### config.mk
export PLATFORM = sky130hd
export DESIGN_NAME = command_frame_receiver_core
export DESIGN_NICKNAME = d
export VERILOG_FILES = /design/src/hw/rtl/cfr_pkg.sv /design/src/hw/rtl/cfr_ram.sv /design/src/hw/rtl/cfr_bank.sv /design/src/hw/rtl/cfr_parser.sv /design/src/hw/rtl/cfr_seq.sv /design/src/hw/rtl/command_frame_receiver_core.sv
export SDC_FILE = /design/constraint.sdc
export NUM_CORES = 1
export LEC_CHECK = 0
export BUFFER_PORTS_ARGS = -buffer_cell sky130_fd_sc_hd__buf_2
export CAP_MARGIN = 0
export CORE_ASPECT_RATIO = 0.8
export CORE_MARGIN = 3
export CORE_UTILIZATION = 43
export CTS_CLUSTER_SIZE = 30
export DETAILED_ROUTE_END_ITERATION = 6
export GPL_ROUTABILITY_DRIVEN = 0
export GPL_TIMING_DRIVEN = 0
export PLACE_DENSITY = 0.67
export SYNTH_ARGS = -nofsm -noshare
export SYNTH_HDL_FRONTEND = slang
export SYNTH_HIERARCHICAL = 1
export SYNTH_SLANG_ARGS = --single-unit
export TNS_END_PERCENT = 10
### constraint.sdc
create_clock -name clk -period 6.1 [get_ports clk]
set_input_delay 1.525 -clock clk [delete_from_list [all_inputs] [get_ports clk]]
set_output_delay 1.525 -clock clk [all_outputs]
set_load 0.02 [all_outputs]
### src/hw/rtl/cfr_pkg.sv
// ----------------------------------------------------------------------------
// cfr_pkg
// Shared constants, types and helpers of the command frame receiver.
// ----------------------------------------------------------------------------
package cfr_pkg;

  // frame store size in bytes, split over an even and an odd byte bank
  localparam int FRAME_BYTES = 64;
  localparam int BANK_DEPTH  = (FRAME_BYTES + 1) / 2;
  localparam int BANK_AW     = (BANK_DEPTH > 1) ? $clog2(BANK_DEPTH) : 1;

  // store index: header 0..3, payload and sum byte up to 4 + 49
  localparam int WR_IDX_W  = 6;
  localparam int IDX_CMP_W = 9;

  // frame syntax
  localparam logic [7:0] SYNC_0     = 8'hAA;
  localparam logic [7:0] SYNC_1     = 8'hAF;
  localparam logic [7:0] CMD_LIMIT  = 8'hF1;
  localparam logic [7:0] LEN_LIMIT  = 8'd50;
  localparam logic [7:0] CMD_COEF_LO = 8'h10;
  localparam logic [7:0] CMD_COEF_HI = 8'h15;

  // acknowledge frame
  localparam logic [7:0] ACK_HDR_0 = 8'hAA;
  localparam logic [7:0] ACK_HDR_1 = 8'hAA;
  localparam logic [7:0] ACK_HDR_2 = 8'hEF;
  localparam logic [7:0] ACK_HDR_3 = 8'h02;
  localparam logic [7:0] ACK_SUM_BASE =
    8'((32'(ACK_HDR_0) + 32'(ACK_HDR_1) + 32'(ACK_HDR_2) + 32'(ACK_HDR_3)) & 32'hFF);

  // result kinds
  localparam logic [1:0] KIND_ACK     = 2'd0;
  localparam logic [1:0] KIND_VERDICT = 2'd1;
  localparam logic [1:0] KIND_COEF    = 2'd2;

  // result sequence steps
  localparam int STEP_W = 5;
  localparam logic [STEP_W-1:0] STEP_ACK_CMD   = 5'd4;
  localparam logic [STEP_W-1:0] STEP_ACK_SUM   = 5'd5;
  localparam logic [STEP_W-1:0] STEP_ACK_CHK   = 5'd6;
  localparam logic [STEP_W-1:0] STEP_VERDICT   = 5'd7;
  localparam logic [STEP_W-1:0] STEP_COEF_0    = 5'd8;
  localparam logic [STEP_W-1:0] STEP_COEF_LAST = 5'd16;

  // coefficient c sits at byte 2c+4, i.e. word c+2 of each bank
  localparam int COEF_ADDR_BASE = 2;

  // one write into a byte bank
  typedef struct packed {
    logic               en;
    logic [BANK_AW-1:0] addr;
    logic [7:0]         data;
  } bank_wr_t;

  // completed frame handed to the result sequencer
  typedef struct packed {
    logic       valid;
    logic [7:0] cmd;
    logic [7:0] sum_byte;
    logic       ok;
  } frame_done_t;

  typedef struct packed {
    logic [1:0] row_off;
    logic [1:0] col;
  } coef_pos_t;

  // coefficient number to row offset and column
  function automatic coef_pos_t coef_pos(input logic [3:0] c);
    coef_pos_t p;
    p = '0;
    case (c)
      4'd0: begin p.row_off = 2'd0; p.col = 2'd0; end
      4'd1: begin p.row_off = 2'd0; p.col = 2'd1; end
      4'd2: begin p.row_off = 2'd0; p.col = 2'd2; end
      4'd3: begin p.row_off = 2'd1; p.col = 2'd0; end
      4'd4: begin p.row_off = 2'd1; p.col = 2'd1; end
      4'd5: begin p.row_off = 2'd1; p.col = 2'd2; end
      4'd6: begin p.row_off = 2'd2; p.col = 2'd0; end
      4'd7: begin p.row_off = 2'd2; p.col = 2'd1; end
      4'd8: begin p.row_off = 2'd2; p.col = 2'd2; end
      default: p = '0;
    endcase
    return p;
  endfunction

endpackage

### src/hw/rtl/cfr_ram.sv
// ----------------------------------------------------------------------------
// cfr_ram
// Generic single write, single read RAM with registered read data.
// ----------------------------------------------------------------------------
module cfr_ram #(
  parameter int WIDTH = 8,
  parameter int DEPTH = 32,
  parameter int AW    = (DEPTH > 1) ? $clog2(DEPTH) : 1
) (
  input  logic             clk,
  input  logic             we,
  input  logic [AW-1:0]    waddr,
  input  logic [WIDTH-1:0] wdata,
  input  logic [AW-1:0]    raddr,
  output logic [WIDTH-1:0] rdata
);

  logic [WIDTH-1:0] mem [DEPTH];
  logic [WIDTH-1:0] rdata_r;

  // write port and registered read port
  always_ff @(posedge clk) begin
    if (we) begin
      mem[waddr] <= wdata;
    end
    rdata_r <= mem[raddr];
  end

  assign rdata = rdata_r;

endmodule

### src/hw/rtl/cfr_bank.sv
// ----------------------------------------------------------------------------
// cfr_bank
// One byte bank of the frame store: RAM plus per-entry written flags, so
// that an entry never written since reset reads as zero.
// ----------------------------------------------------------------------------
module cfr_bank
  import cfr_pkg::*;
(
  input  logic               clk,
  input  logic               rst_n,
  input  bank_wr_t           wr,
  input  logic [BANK_AW-1:0] raddr,
  output logic [7:0]         rdata
);

  logic [BANK_DEPTH-1:0] vld_r;
  logic                  rd_vld_r;
  logic [7:0]            ram_q;

  cfr_ram #(
    .WIDTH (8),
    .DEPTH (BANK_DEPTH),
    .AW    (BANK_AW)
  ) u_ram (
    .clk   (clk),
    .we    (wr.en),
    .waddr (wr.addr),
    .wdata (wr.data),
    .raddr (raddr),
    .rdata (ram_q)
  );

  // written flags, cleared at reset
  always_ff @(posedge clk) begin
    if (!rst_n) begin
      vld_r <= '0;
    end else if (wr.en) begin
      vld_r[wr.addr] <= 1'b1;
    end
  end

  // flag is registered alongside the read data, so both line up
  always_ff @(posedge clk) begin
    rd_vld_r <= vld_r[raddr];
  end

  assign rdata = rd_vld_r ? ram_q : 8'h00;

endmodule

### src/hw/rtl/cfr_parser.sv
// ----------------------------------------------------------------------------
// cfr_parser
// Byte-level frame parser: tracks the frame phase, the running sum and the
// payload count, writes every frame byte into the store banks and signals
// a completed frame on the sum byte.
// ----------------------------------------------------------------------------
module cfr_parser
  import cfr_pkg::*;
(
  input  logic        clk,
  input  logic        rst_n,
  input  logic        in_valid,
  input  logic [7:0]  in_rx_byte,
  output logic        in_stall,
  input  logic        seq_busy,
  output bank_wr_t    wr_even,
  output bank_wr_t    wr_odd,
  output frame_done_t done
);

  typedef enum logic [2:0] {
    PH_IDLE,
    PH_GOT_AA,
    PH_GOT_AF,
    PH_GOT_CMD,
    PH_PAYLOAD,
    PH_SUM
  } phase_t;

  phase_t              phase_r, phase_nxt;
  logic [5:0]          len_r, len_nxt;
  logic [5:0]          cnt_r, cnt_nxt;
  logic [7:0]          sum_r, sum_nxt;
  logic [7:0]          cmd_r, cmd_nxt;
  logic                acc;
  logic                wr_en;
  logic [WR_IDX_W-1:0] widx;
  logic                widx_ok;
  logic [5:0]          cnt_inc;

  // payload and sum bytes wait while the previous frame's results drain,
  // so the coefficient bytes are not overwritten before they are read
  assign in_stall = seq_busy && ((phase_r == PH_PAYLOAD) || (phase_r == PH_SUM));
  assign acc      = in_valid && !in_stall;
  assign cnt_inc  = cnt_r + 6'd1;

  // next phase and store write
  always_comb begin
    phase_nxt = phase_r;
    len_nxt   = len_r;
    cnt_nxt   = cnt_r;
    sum_nxt   = sum_r;
    cmd_nxt   = cmd_r;
    wr_en     = 1'b0;
    widx      = '0;
    done      = '0;
    if (acc) begin
      phase_nxt = PH_IDLE;
      unique case (phase_r)
        PH_IDLE: begin
          if (in_rx_byte == SYNC_0) begin
            phase_nxt = PH_GOT_AA;
            wr_en     = 1'b1;
            widx      = WR_IDX_W'(0);
            sum_nxt   = in_rx_byte;
          end
        end
        PH_GOT_AA: begin
          if (in_rx_byte == SYNC_1) begin
            phase_nxt = PH_GOT_AF;
            wr_en     = 1'b1;
            widx      = WR_IDX_W'(1);
            sum_nxt   = sum_r + in_rx_byte;
          end
        end
        PH_GOT_AF: begin
          if ((in_rx_byte != 8'h00) && (in_rx_byte < CMD_LIMIT)) begin
            phase_nxt = PH_GOT_CMD;
            wr_en     = 1'b1;
            widx      = WR_IDX_W'(2);
            cmd_nxt   = in_rx_byte;
            sum_nxt   = sum_r + in_rx_byte;
          end
        end
        PH_GOT_CMD: begin
          if (in_rx_byte < LEN_LIMIT) begin
            phase_nxt = PH_PAYLOAD;
            wr_en     = 1'b1;
            widx      = WR_IDX_W'(3);
            len_nxt   = in_rx_byte[5:0];
            cnt_nxt   = '0;
            sum_nxt   = sum_r + in_rx_byte;
          end
        end
        PH_PAYLOAD: begin
          // a zero-length frame ends here with the byte dropped
          if (cnt_r < len_r) begin
            phase_nxt = (cnt_inc == len_r) ? PH_SUM : PH_PAYLOAD;
            wr_en     = 1'b1;
            widx      = WR_IDX_W'(4) + cnt_r;
            cnt_nxt   = cnt_inc;
            sum_nxt   = sum_r + in_rx_byte;
          end
        end
        PH_SUM: begin
          wr_en         = 1'b1;
          widx          = WR_IDX_W'(4) + cnt_r;
          done.valid    = 1'b1;
          done.cmd      = cmd_r;
          done.sum_byte = in_rx_byte;
          done.ok       = (sum_r == in_rx_byte);
        end
        default: phase_nxt = PH_IDLE;
      endcase
    end
  end

  // bank select by the low index bit, drop writes past the store
  assign widx_ok = IDX_CMP_W'(widx) < IDX_CMP_W'(FRAME_BYTES);

  always_comb begin
    wr_even      = '0;
    wr_odd       = '0;
    wr_even.addr = BANK_AW'(widx[WR_IDX_W-1:1]);
    wr_odd.addr  = BANK_AW'(widx[WR_IDX_W-1:1]);
    wr_even.data = in_rx_byte;
    wr_odd.data  = in_rx_byte;
    wr_even.en   = wr_en && widx_ok && !widx[0];
    wr_odd.en    = wr_en && widx_ok && widx[0];
  end

  // parser state
  always_ff @(posedge clk) begin
    if (!rst_n) begin
      phase_r <= PH_IDLE;
      len_r   <= '0;
      cnt_r   <= '0;
      sum_r   <= '0;
      cmd_r   <= '0;
    end else begin
      phase_r <= phase_nxt;
      len_r   <= len_nxt;
      cnt_r   <= cnt_nxt;
      sum_r   <= sum_nxt;
      cmd_r   <= cmd_nxt;
    end
  end

endmodule

### src/hw/rtl/cfr_seq.sv
// ----------------------------------------------------------------------------
// cfr_seq
// Result sequencer: after a completed frame it issues the acknowledge bytes,
// the verdict and, for a good gain command, nine coefficient writes read
// from the store banks, through one output register.
// ----------------------------------------------------------------------------
module cfr_seq
  import cfr_pkg::*;
(
  input  logic               clk,
  input  logic               rst_n,
  input  frame_done_t        done,
  output logic               busy,
  output logic [BANK_AW-1:0] raddr,
  input  logic [7:0]         even_q,
  input  logic [7:0]         odd_q,
  output logic               out_valid,
  input  logic               out_stall,
  output logic [1:0]         out_kind,
  output logic [7:0]         out_tx_byte,
  output logic [7:0]         out_frame_command,
  output logic               out_sum_ok,
  output logic [4:0]         out_coef_row,
  output logic [1:0]         out_coef_col,
  output logic [15:0]        out_coef_value,
  output logic               out_last
);

  logic              busy_r;
  logic [STEP_W-1:0] step_r;
  logic [7:0]        cmd_r;
  logic [7:0]        sbyte_r;
  logic              ok_r;
  logic              coef_en_r;
  logic [4:0]        row_base_r;

  logic              out_valid_r;
  logic [1:0]        kind_r;
  logic [7:0]        tx_r;
  logic [7:0]        cmd_out_r;
  logic              ok_out_r;
  logic [4:0]        row_r;
  logic [1:0]        col_r;
  logic [15:0]       value_r;
  logic              last_r;

  logic              load;
  logic [STEP_W-1:0] step_rd;
  logic [STEP_W-1:0] coef_rd;
  logic [STEP_W-1:0] last_step;
  logic [STEP_W-1:0] coef_cur;
  coef_pos_t         pos;
  logic [1:0]        kind_nxt;
  logic [7:0]        tx_nxt;
  logic [7:0]        chk;
  logic [2:0]        cmd_off;
  logic [4:0]        row_base_nxt;

  assign busy      = busy_r;
  assign load      = busy_r && (!out_valid_r || !out_stall);
  assign last_step = coef_en_r ? STEP_COEF_LAST : STEP_VERDICT;

  // read address runs one step ahead of the output register
  assign step_rd = load ? (step_r + STEP_W'(1)) : step_r;
  assign coef_rd = step_rd - STEP_COEF_0;
  assign raddr   = (step_rd < STEP_COEF_0) ? BANK_AW'(COEF_ADDR_BASE)
                 : BANK_AW'(coef_rd[3:0]) + BANK_AW'(COEF_ADDR_BASE);

  // row base of the gain command, 3 * (cmd - 0x10)
  assign cmd_off      = 3'(done.cmd - CMD_COEF_LO);
  assign row_base_nxt = {1'b0, cmd_off, 1'b0} + {2'b00, cmd_off};

  // result fields of the current step
  assign chk      = ACK_SUM_BASE + cmd_r + sbyte_r;
  assign coef_cur = step_r - STEP_COEF_0;
  assign pos      = coef_pos(coef_cur[3:0]);

  always_comb begin
    kind_nxt = KIND_COEF;
    if (step_r < STEP_VERDICT) begin
      kind_nxt = KIND_ACK;
    end else if (step_r == STEP_VERDICT) begin
      kind_nxt = KIND_VERDICT;
    end
  end

  always_comb begin
    case (step_r)
      5'd0:         tx_nxt = ACK_HDR_0;
      5'd1:         tx_nxt = ACK_HDR_1;
      5'd2:         tx_nxt = ACK_HDR_2;
      5'd3:         tx_nxt = ACK_HDR_3;
      STEP_ACK_CMD: tx_nxt = cmd_r;
      STEP_ACK_SUM: tx_nxt = sbyte_r;
      STEP_ACK_CHK: tx_nxt = chk;
      default:      tx_nxt = 8'h00;
    endcase
  end

  // sequencer control and output valid
  always_ff @(posedge clk) begin
    if (!rst_n) begin
      busy_r      <= 1'b0;
      step_r      <= '0;
      out_valid_r <= 1'b0;
    end else begin
      if (done.valid) begin
        busy_r <= 1'b1;
        step_r <= '0;
      end else if (load) begin
        step_r <= step_r + STEP_W'(1);
        if (step_r == last_step) begin
          busy_r <= 1'b0;
        end
      end
      if (load) begin
        out_valid_r <= 1'b1;
      end else if (!out_stall) begin
        out_valid_r <= 1'b0;
      end
    end
  end

  // frame context captured at completion
  always_ff @(posedge clk) begin
    if (done.valid) begin
      cmd_r      <= done.cmd;
      sbyte_r    <= done.sum_byte;
      ok_r       <= done.ok;
      coef_en_r  <= done.ok && (done.cmd >= CMD_COEF_LO) && (done.cmd <= CMD_COEF_HI);
      row_base_r <= row_base_nxt;
    end
  end

  // output register, frame context included so a held result stays whole
  always_ff @(posedge clk) begin
    if (load) begin
      kind_r    <= kind_nxt;
      tx_r      <= tx_nxt;
      cmd_out_r <= cmd_r;
      ok_out_r  <= ok_r;
      last_r    <= (step_r == last_step);
      if (kind_nxt == KIND_COEF) begin
        row_r   <= row_base_r + {3'b000, pos.row_off};
        col_r   <= pos.col;
        value_r <= {even_q, odd_q};
      end else begin
        row_r   <= '0;
        col_r   <= '0;
        value_r <= '0;
      end
    end
  end

  assign out_valid         = out_valid_r;
  assign out_kind          = kind_r;
  assign out_tx_byte       = tx_r;
  assign out_frame_command = cmd_out_r;
  assign out_sum_ok        = ok_out_r;
  assign out_coef_row      = row_r;
  assign out_coef_col      = col_r;
  assign out_coef_value    = value_r;
  assign out_last          = last_r;

endmodule

### src/hw/rtl/command_frame_receiver_core.sv
// ----------------------------------------------------------------------------
// command_frame_receiver_core
// Serial command frame receiver: parses AA AF cmd len payload sum frames,
// answers with an acknowledge frame and a verdict and issues gain writes.
// ----------------------------------------------------------------------------
// Usage:
//   in_*  : one received byte per transfer, accepted one per cycle unless in_stall.
//   out_* : results of the sum byte of a frame: seven acknowledge bytes
//           (kind 0), one verdict (kind 1) and, for a matching sum on
//           commands 0x10..0x15, nine coefficient writes (kind 2); out_last
//           marks the final one. Other bytes produce no transfer.
//   The first result follows the sum byte through the sequencer state and the
//   output register; the rest follow one per cycle unless out_stall is high.
//   Frame bytes go into two byte-wide banks (even and odd index); each
//   coefficient is one read of both banks, issued one step ahead of the output.
//   While results drain, header bytes of the next frame are still taken,
//   but payload and sum bytes are held off with in_stall until the last
//   result is loaded into the output register.
//   out_stall holds the output register; the sequencer waits with it.
//   Reset clears the parser, the sequencer and the bank written flags at
//   once; an unwritten store byte reads as zero.
// ----------------------------------------------------------------------------
module command_frame_receiver_core
  import cfr_pkg::*;
(
  input  logic        clk,
  input  logic        rst_n,
  input  logic        in_valid,
  output logic        in_stall,
  input  logic [7:0]  in_rx_byte,
  output logic        out_valid,
  input  logic        out_stall,
  output logic [1:0]  out_kind,
  output logic [7:0]  out_tx_byte,
  output logic [7:0]  out_frame_command,
  output logic        out_sum_ok,
  output logic [4:0]  out_coef_row,
  output logic [1:0]  out_coef_col,
  output logic [15:0] out_coef_value,
  output logic        out_last
);

  bank_wr_t           wr_even;
  bank_wr_t           wr_odd;
  frame_done_t        done;
  logic               seq_busy;
  logic [BANK_AW-1:0] raddr;
  logic [7:0]         even_q;
  logic [7:0]         odd_q;

  // byte parser
  cfr_parser u_parser (
    .clk        (clk),
    .rst_n      (rst_n),
    .in_valid   (in_valid),
    .in_rx_byte (in_rx_byte),
    .in_stall   (in_stall),
    .seq_busy   (seq_busy),
    .wr_even    (wr_even),
    .wr_odd     (wr_odd),
    .done       (done)
  );

  // frame store, even and odd bytes
  cfr_bank u_bank_even (
    .clk   (clk),
    .rst_n (rst_n),
    .wr    (wr_even),
    .raddr (raddr),
    .rdata (even_q)
  );

  cfr_bank u_bank_odd (
    .clk   (clk),
    .rst_n (rst_n),
    .wr    (wr_odd),
    .raddr (raddr),
    .rdata (odd_q)
  );

  // result sequencer
  cfr_seq u_seq (
    .clk               (clk),
    .rst_n             (rst_n),
    .done              (done),
    .busy              (seq_busy),
    .raddr             (raddr),
    .even_q            (even_q),
    .odd_q             (odd_q),
    .out_valid         (out_valid),
    .out_stall         (out_stall),
    .out_kind          (out_kind),
    .out_tx_byte       (out_tx_byte),
    .out_frame_command (out_frame_command),
    .out_sum_ok        (out_sum_ok),
    .out_coef_row      (out_coef_row),
    .out_coef_col      (out_coef_col),
    .out_coef_value    (out_coef_value),
    .out_last          (out_last)
  );

endmodule

==> impl_metrics.env <==
export IMPL_status="finished clean"
export IMPL_drv_cap=0
export IMPL_grt_pass1_wl_um=99600
export IMPL_ir_worst_vdd_mv=0.190
export IMPL_rows=84
export IMPL_ant_nets=0
export IMPL_ioPinCount=57
export IMPL_netlist_area_mm2=0.0291
export IMPL_cts_tree="built"
export IMPL_utilization_pct=49.7
export IMPL_crit_arrival_ns=6.39
export IMPL_endpoint_kind="flop"
export IMPL_numClockSinks=697
export IMPL_ys_ff_latch=697
export IMPL_grt_usage_pct=18.6
export IMPL_slew_viol_final=0
export IMPL_grt_pass1_vias=15800
export IMPL_clk_latency_ns=0.61
export IMPL_crit_chain="buf_2 > a21boi_4 > buf_12 > nand2_1 > xnor2_1 > inv_1 > ha_1 > and2_1 > clkbuf_1 > clkbuf_1 > mux4_2 > mux4_2 > mux2_2"
export IMPL_worst_pin_slew_ns=1.38
export IMPL_powerDensity_mw_per_mm2=290
export IMPL_avgViaCountPerCell=5.64
export IMPL_drt_iter0_drc=1686
export IMPL_synth_distinct_cells=75
export IMPL_cts_buffer_depth=3
export IMPL_max_clock_freq_mhz=169
export IMPL_setup_violations=0
export IMPL_coreArea_mm2=0.0663
export IMPL_cellLeakagePower_nw=11.1
export IMPL_root_buffer="clkbuf_16"
export IMPL_routedWlPerCell_um=23.0
export IMPL_top_layer_used="met5"
export IMPL_drive_above_1_share_pct=22.5
export IMPL_cp_required_ns=6.59
export IMPL_register_area_mm2=0.0197
export IMPL_routed_wl_um=65600
export IMPL_start_kind="input pin"
export IMPL_hold_ws_ns=0.427
export IMPL_synth_async_reset_ratio_pct=0
export IMPL_die_area_mm2=0.0709
export IMPL_slew_headroom_pct=7.92
export IMPL_ys_seq_area_share_pct=67.8
export IMPL_yosysWarnings=6
export IMPL_grt_max_degree=35
export IMPL_cts_buffers=73
export IMPL_finalPower_mw=9.55
export IMPL_synthCells=1753
export IMPL_critical_path_class="input pin to flop"
export IMPL_slowest_delay_ns=0.65
export IMPL_drcViolationCount=0
export IMPL_drt_pass1_iter_count=5
export IMPL_overflow=0
export IMPL_synth_edf_count=577
export IMPL_hold_path_class="flop to flop"
export IMPL_dp_hpwl_um=43600
export IMPL_antenna_found_initial=2
export IMPL_fin_nets=1943
export IMPL_met1_length_um=29300
export IMPL_worst_path_dominant_cell_family="buffers and inverters"
export IMPL_rsz0062_at_grt="false"
export IMPL_port_buffers=55
export IMPL_dr_wl_met2_um=29000
export IMPL_fin_crit_ns=5.90
export IMPL_wl_met3_um=5880
export IMPL_vias=16100
export IMPL_start_util_pct=43.9
export IMPL_fin_skew_ns=0.0215
export IMPL_multi_input_area_mm2=0.00868
export IMPL_clkSlewWorstSetupHoldPaths_ns=0.06
export IMPL_syn_nets=1809
export IMPL_final_fill_count=5402
export IMPL_path_buf_inv=5
export IMPL_synth_avg_cell_area_um2=16.6
export IMPL_report_final_hold_viol_count=0
export IMPL_synthFlopType="edfxtp_1"
export IMPL_die_h_um=239
export IMPL_die_w_um=297
export IMPL_finalCritPeriodShare_pct=96.7
export IMPL_cts_max_level=3
export IMPL_syn_to_final_growth_pct=13.2
export IMPL_crit_slowest_cell="a21boi_4"
export IMPL_path_max_fanout=29
worst reg2reg max path: stages, from the launching register on:
cell and delay, ns:
dfxtp_1 0.48, a21boi_4 0.73, buf_12 0.28, nand2_1 0.10, xnor2_1 0.31, inv_1 0.09, ha_1 0.28, and2_1 0.54
clkbuf_1 0.62, clkbuf_1 0.57, mux4_2 0.48, mux4_2 0.53, mux2_2 0.30
state kept, by name, summed over array words and instances, names as in the netlist, 16 cells and up:
signal and flops:
u_bank_odd/u_ram/mem 256, u_bank_odd/vld_r 32, u_bank_even/u_ram/mem 256, u_bank_even/vld_r 32, u_seq/out_coef_value 16
cell families after synthesis:
family	Yosys count	share of synthesized area [%]
simple gates	433	7.80
compound gates	202	4.55
buf+inv	127	2.46
flops	697	67.8
fa+ha+maj	44	1.99
mux	224	14.6
xor+xnor	26	0.782
layout by cell type (no fill, tap or decap), types with 33 or more instances in the layout:
master | netlist | layout
nand3_1 | 33 | 33
o21a_1 | 33 | 33
inv_1 | 33 | 33
ha_1 | 40 | 40
dfxtp_1 | 120 | 120
mux2i_1 | 47 | 46
nand2_1 | 54 | 54
mux4_2 | 160 | 160
nor2b_1 | 42 | 42
a21oi_1 | 82 | 82
buf_2 | 7 | 62
clkbuf_1 | 29 | 45
edfxtp_1 | 577 | 577
and2_1 | 47 | 47
buf_4 | 33 | 34
clkbuf_16 | 0 | 77
nor2_1 | 146 | 146
per-stage QoR:
step                setup TNS, ns  area [um^2]  setup WS [ns]  std cells
floorplan                       0        29100          0.930       1753
global placement           -14.01        30500         -0.958       2711
detailed placement          -6.77        30600         -0.513       2714
CTS                             0        32900          0.131       2848
global route                    0        32900       0.000562       2849
finish                          0        33000          0.199       2850
routing by layer:
layer / vias to the layer above / global-route usage [%]
met5: - / 0
met2: 663 / 27.5
met1: 8221 / 27.8
li1: 7080 / -
met3: 96 / 4.21
met4: 2 / 5.06
repair_timing:
item,CTS,global route
resized for setup,0,8
setup buffers,0,0
setup endpoints to repair,0,15
hold buffers,0,0
where the power goes:
| part | internal (mW) | total [mW] | switching, mW |
|---|---|---|---|
| logic | 0.0212 | 0.114 | 0.0924 |
| registers | 5.14 | 5.14 | 0.000107 |
| clock network | 2.51 | 4.30 | 1.79 |
area by class of cell:
type | count | area share [%]
Timing Repair Buffer | 59 | 0.987
Clock inverter | 30 | 0.767
Clock buffer | 104 | 6.40
Multi-Input combinational cell | 929 | 26.3
Tap cell | 903 | 3.43
Antenna cell | 1 | 0.00759
Inverter | 34 | 0.387
Buffer | 93 | 1.81
Sequential cell | 697 | 59.9
worst paths after layout:
kind | start | to | slack (ns) | depth (start not counted)
max | out_stall | u_bank_even/u_ram/rdata[2] | 0.20 | 13
min | u_seq/ok_r | u_seq/out_sum_ok | 0.43 | 0
max reg2reg | u_seq/busy | u_bank_even/u_ram/rdata[2] | 0.69 | 12
min reg2reg | u_seq/ok_r | u_seq/out_sum_ok | 0.43 | 0
Yosys cell counts, types with 3 or more instances:
cell / instances / area, um^2
a21o_1: 8 / 60.1
mux2i_1: 47 / 470
a31oi_1: 4 / 25.0
a311oi_1: 4 / 35.0
xor2_1: 13 / 114
o21ai_0: 23 / 115
a21oi_1: 82 / 410
buf_4: 33 / 248
fa_1: 4 / 80.1
xnor2_1: 13 / 114
nand2_1: 54 / 203
edfxtp_1: 577 / 17300
inv_1: 33 / 124
mux4_2: 160 / 3600
or3_1: 4 / 25.0
a221oi_1: 3 / 26.3
buf_2: 7 / 35.0
and2_4: 9 / 78.8
buf_1: 12 / 45.0
buf_6: 10 / 113
a211oi_1: 6 / 45.0
nor2b_1: 42 / 263
ha_1: 40 / 500
nand2b_1: 10 / 62.6
dfxtp_1: 120 / 2400
nand3_1: 33 / 165
nor2_1: 146 / 548
nor3_1: 14 / 70.1
mux2_2: 17 / 191
or3b_2: 8 / 70.1
nand4_1: 3 / 18.8
a22oi_1: 10 / 75.1
nand3b_1: 18 / 135
clkbuf_1: 29 / 109
or2_2: 4 / 25.0
nor3b_1: 9 / 67.6
nor4_1: 6 / 37.5
and3_1: 9 / 56.3
o21a_1: 33 / 248
and2_1: 47 / 294
Power figures use the tool's default switching activity.
